**config.mk**
```make
export PLATFORM = sky130hd
export DESIGN_NAME = cau_cell
export DESIGN_NICKNAME = d
export VERILOG_FILES = /design/src/design/cau_pkg.sv /design/src/design/cau_cell.sv
export SDC_FILE = /design/constraint.sdc
export NUM_CORES = 1
export LEC_CHECK = 0
export ABC_AREA = 0
export ABC_CLOCK_PERIOD_IN_PS = 4700
export BUFFER_PORTS_ARGS = -buffer_cell sky130_fd_sc_hd__buf_2
export CAP_MARGIN = 20
export CORE_AREA = 2 2 190 192
export DETAILED_ROUTE_END_ITERATION = 16
export DIE_AREA = 0 0 192 194
export PLACE_DENSITY = 0.57
export REMOVE_ABC_BUFFERS = 1
export SLEW_MARGIN = 0
export SYNTH_ARGS = -nofsm -noshare
export SYNTH_HDL_FRONTEND = slang
export SYNTH_SLANG_ARGS = --single-unit
```
**constraint.sdc**
```tcl
create_clock -name clk -period 4.7 [get_ports clk]
set_input_delay 0.705 -clock clk [delete_from_list [all_inputs] [get_ports clk]]
set_output_delay 0.705 -clock clk [all_outputs]
set_load 0.01 [all_outputs]
```
**src/design/cau_pkg.sv**
```systemverilog
// Shared constants and pipeline types for the complex arithmetic unit.
`timescale 1ns / 1ps

package cau_pkg;

  localparam int FRAC_BITS = 8;
  localparam int OPND_W    = 16;
  localparam int PROD_W    = 2 * OPND_W;
  localparam int DEN_W     = PROD_W;
  localparam int MAG_W     = PROD_W + FRAC_BITS;
  localparam int QB        = OPND_W + 1;
  localparam int PRE_W     = PROD_W + 2;

  localparam logic [1:0] OP_ADD = 2'd0;
  localparam logic [1:0] OP_SUB = 2'd1;
  localparam logic [1:0] OP_MUL = 2'd2;
  localparam logic [1:0] OP_DIV = 2'd3;

  typedef struct packed {
    logic [DEN_W-1:0] rem;
    logic [QB-1:0]    lo;
    logic [QB-1:0]    q;
    logic             ovf;
    logic             neg;
  } lane_t;

  typedef struct packed {
    logic                    valid;
    logic [1:0]              op;
    logic                    dz;
    logic [DEN_W-1:0]        den;
    logic signed [PRE_W-1:0] pre_re;
    logic signed [PRE_W-1:0] pre_im;
    lane_t                   ln_re;
    lane_t                   ln_im;
  } beat_t;

endpackage

```
**src/design/cau_cell.sv**
```systemverilog
// One divider cell: resolves one quotient bit per lane and hands the beat on.
`timescale 1ns / 1ps

module cau_cell import cau_pkg::*; (
  input  logic  clk,
  input  logic  rst_n,
  input  beat_t d_in,
  output beat_t d_out
);

  beat_t beat_r, beat_nxt;

  function automatic lane_t step(input lane_t l, input logic [DEN_W-1:0] den);
    logic [DEN_W:0] t;
    logic [DEN_W:0] diff;
    logic           ge;
    lane_t          r;
    t    = {l.rem, l.lo[QB-1]};
    diff = t - {1'b0, den};
    ge   = (t >= {1'b0, den});
    r     = l;
    r.rem = ge ? diff[DEN_W-1:0] : t[DEN_W-1:0];
    r.lo  = {l.lo[QB-2:0], 1'b0};
    r.q   = {l.q[QB-2:0], ge};
    return r;
  endfunction

  always_comb begin
    beat_nxt       = d_in;
    beat_nxt.ln_re = step(d_in.ln_re, d_in.den);
    beat_nxt.ln_im = step(d_in.ln_im, d_in.den);
  end

  always_ff @(posedge clk) begin
    if (!rst_n) begin
      beat_r <= '0;
    end else begin
      beat_r <= beat_nxt;
    end
  end

  assign d_out = beat_r;

endmodule

```
==> impl_metrics.json <==
{
  "status": "finished, final reports clean",
  "fp.dieW_um": 192,
  "synth-main-ff-cell": "dfxtp_1",
  "crit_required_ps": 5170,
  "ys_seq_area_frac": 0.457,
  "crit_end": "d_out[66]",
  "avgSynthCellArea_um2": 9.21,
  "synth-compound-area-share": 0.159,
  "tightest_slew_ps": 838,
  "synth_edf_count": 0,
  "fmax_mhz": 295,
  "grt_pass1_vias": 9526,
  "synth.cell_area_mm2": 0.0104,
  "grt_util_all_layers": 0.194,
  "postLayoutCellArea_mm2": 0.0142,
  "cts.sinks": 238,
  "place_congestion": 0.901,
  "initial_core_util": 0.296,
  "cp-start-kind": "input pin",
  "grt_max_degree": 110,
  "route.detailed.drc": 0,
  "dp_hpwl_mm": 30.1,
  "largest_register_ffs": 238,
  "drive_above_1_share": 0.338,
  "yosys.area_share.xor_xnor": 0.0420,
  "hold_class": "in2reg",
  "p_sw_frac": 0.285,
  "post-synth-top-area-cell": "dfxtp_1",
  "clkPwrFrac": 0.399,
  "wirelength_mm": 38.0,
  "synthAdderAreaFrac": 0.0806,
  "worstPathArrival_ps": 3870,
  "setup-violations-final": 0,
  "drtIter0Drc": 427,
  "ctsResizeCount": 0,
  "drtAntennaViolNets": 0,
  "timing.max_cap.violations": 0,
  "cts.path.max_buffers": 3,
  "finalHoldViolations": 0,
  "antenna_found_initial": 12,
  "vias": 9630,
  "vdd_ir_drop_max_uv": 317,
  "cpPeakStageDelay_ps": 490,
  "synth_top_family_by_area": "simple AND/OR/NAND/NOR gates",
  "cts_tree": "done",
  "powerDensity_mw_per_mm2": 392,
  "rows": 69,
  "syn_inst": 1132,
  "cp-end-kind": "register",
  "crit_path_top_delay_cell": "o211ai_4",
  "clock-root-buffer": "clkbuf_16",
  "intPower_uw": 3990,
  "yosysUniqueCellTypes": 65,
  "p_sw_uw": 1590,
  "placed_area_mm2": 0.0132,
  "io_buffers": 477,
  "wl_per_cell_um": 18.2,
  "holdBufCountCts": 0,
  "crit_path_start": "d_in[205]",
  "design_power_total_uw": 5590,
  "async_flop_share": 0,
  "htree_levels": 1,
  "period_minus_slack_ps": 3390,
  "critPathKind": "in2reg",
  "synthMuxAreaShare": 0.0240,
  "p_comb_frac": 0.205,
  "drtPass1Iterations": 4,
  "die_y_um": 194,
  "power_leakage_uw": 0.00728,
  "yosys.area_share.simple": 0.197,
  "ios": 482,
  "core_area_mm2": 0.0352,
  "finalMaxSlewViolations": 0,
  "path_clk_slew_ps": 60,
  "gr-total-overflow": 0,
  "ys_warn_count": 0,
  "rsz0062_at_grt": "no",
  "ys_ff_latch": 238,
  "grt_first_pass_wirelength_mm": 56.0,
  "final_nets": 1906,
  "path_max_fanout": 11,
  "crit_chain": "buf_2 > inv_1 > ha_1 > nor2b_1 > o211a_1 > o21ai_1 > a31o_2 > o31ai_4 > a21boi_2 > o211ai_4 > nand2_1 > o31ai_1",
  "min_period_over_period": 0.722,
  "cts-buffers-inserted": 28,
  "setup_tns_ps": 0,
  "synthToLayoutAreaGrowth_pct": 36.5,
  "synth_top_area_frac": 0.457,
  "post_cts_buffers": 0,
  "maxSlewHeadroom": 0.427,
  "ys_top_cells_by_area": "dfxtp_1 (46%), and2_1 (8.6%), ha_1 (7.7%)",
  "power_frac_seq": 0.396,
  "vias_per_cell": 4.62,
  "dieArea_mm2": 0.0372
}
[power groups by stage]
stage / Clock, µW / Sequential [µW] / Combinational, µW
floorplan: 0 / 2340 / 595
global placement: 0 / 2250 / 1140
detailed placement: 0 / 2250 / 1150
CTS: 2290 / 2210 / 1160
global route: 2360 / 2220 / 1270
finish: 2230 / 2210 / 1150
[placed cells by master, fill, tap and decap left out, types with 4 or more instances in the layout]
cell type / instances
nor2_1: 85
buf_4: 7
and4_1: 4
nand2_1: 88
and2_1: 144
nor3_1: 8
xnor2_1: 38
nor2b_1: 11
buf_2: 476
clkbuf_1: 5
ha_1: 64
o211ai_1: 8
nand3_1: 24
clkbuf_8: 7
clkinv_2: 4
o21ai_0: 36
clkinvlp_4: 4
mux2i_1: 25
a21o_1: 40
nand2b_1: 5
clkbuf_16: 28
a31oi_1: 7
xor2_1: 12
and3_1: 14
o21a_1: 16
a211oi_1: 12
nand4_1: 9
inv_1: 50
dfxtp_1: 238
a21oi_1: 84
[how the worst min path moves through the flow]
stage	start	to	slack (ps)	depth (start not counted)
6_report	d_in[152]	d_out[152]	350	2
5_1_grt	d_in[15]	d_out[16]	320	2
4_1_cts	d_in[152]	d_out[152]	310	2
3_5_place_dp	d_in[238]	d_out[238]	910	2
3_3_place_gp	d_in[6]	d_out[7]	910	2
2_1_floorplan	rst_n	d_out[0]	830	1
[critical path, delay by kind of cell]
| kind | cells | cell delay (ps) |
|---|---|---|
| AO/OA/AOI/OAI | 7 | 1970 |
| AND/OR/NAND/NOR | 2 | 560 |
| adder cells (fa/ha/maj) | 1 | 320 |
| buffers and inverters | 2 | 290 |
[cells in the mapped netlist (14+ instances only)]
cell      count
a21o_1       40
a21oi_1      84
and2_1      144
and3_1       14
clkbuf_1     34
dfxtp_1     238
ha_1         64
inv_1        50
mux2i_1      25
nand2_1      88
nand3_1      24
nor2_1       85
o21a_1       16
o21ai_0      36
xnor2_1      38
[metrics by stage]
stage,utilization,std cells,hold slack [ps],setup slack [ps]
after floorplan,-,1083,827,644
after global placement,0.376,2028,911,619
after detailed placement,0.376,2028,914,605
after CTS,0.403,2080,313,1170
after global routing,0.404,2082,323,1050
final,0.404,2084,346,1310
[layout make-up]
cell class              count  area [µm²]
fillers                  3590       21000
multi-input cells         794        5260
flip-flops and latches    238        4760
repair buffers            485        2470
clock buffers              40         816
well taps                 461         577
inverters                  51         191
clock inverters            12         149
diodes                      3        7.51
[cell families after synthesis]
family	after synthesis
and+or+nand+nor	402
AOI/OAI and AO/OA	249
DFF	238
buffers and inverters	101
adders and majority gates	66
xor gates and xnor gates	50
muxes	25
other	1
[metal layers]
layer  track usage  wire (µm)  vias up
met1         0.215      14600     4424
met3        0.0503       2880       65
met2         0.365      19500      330
met4        0.0475        943       16
met5             0        108        -
li1              -          -     4795
No activity file was read; power rests on OpenSTA's default activity.
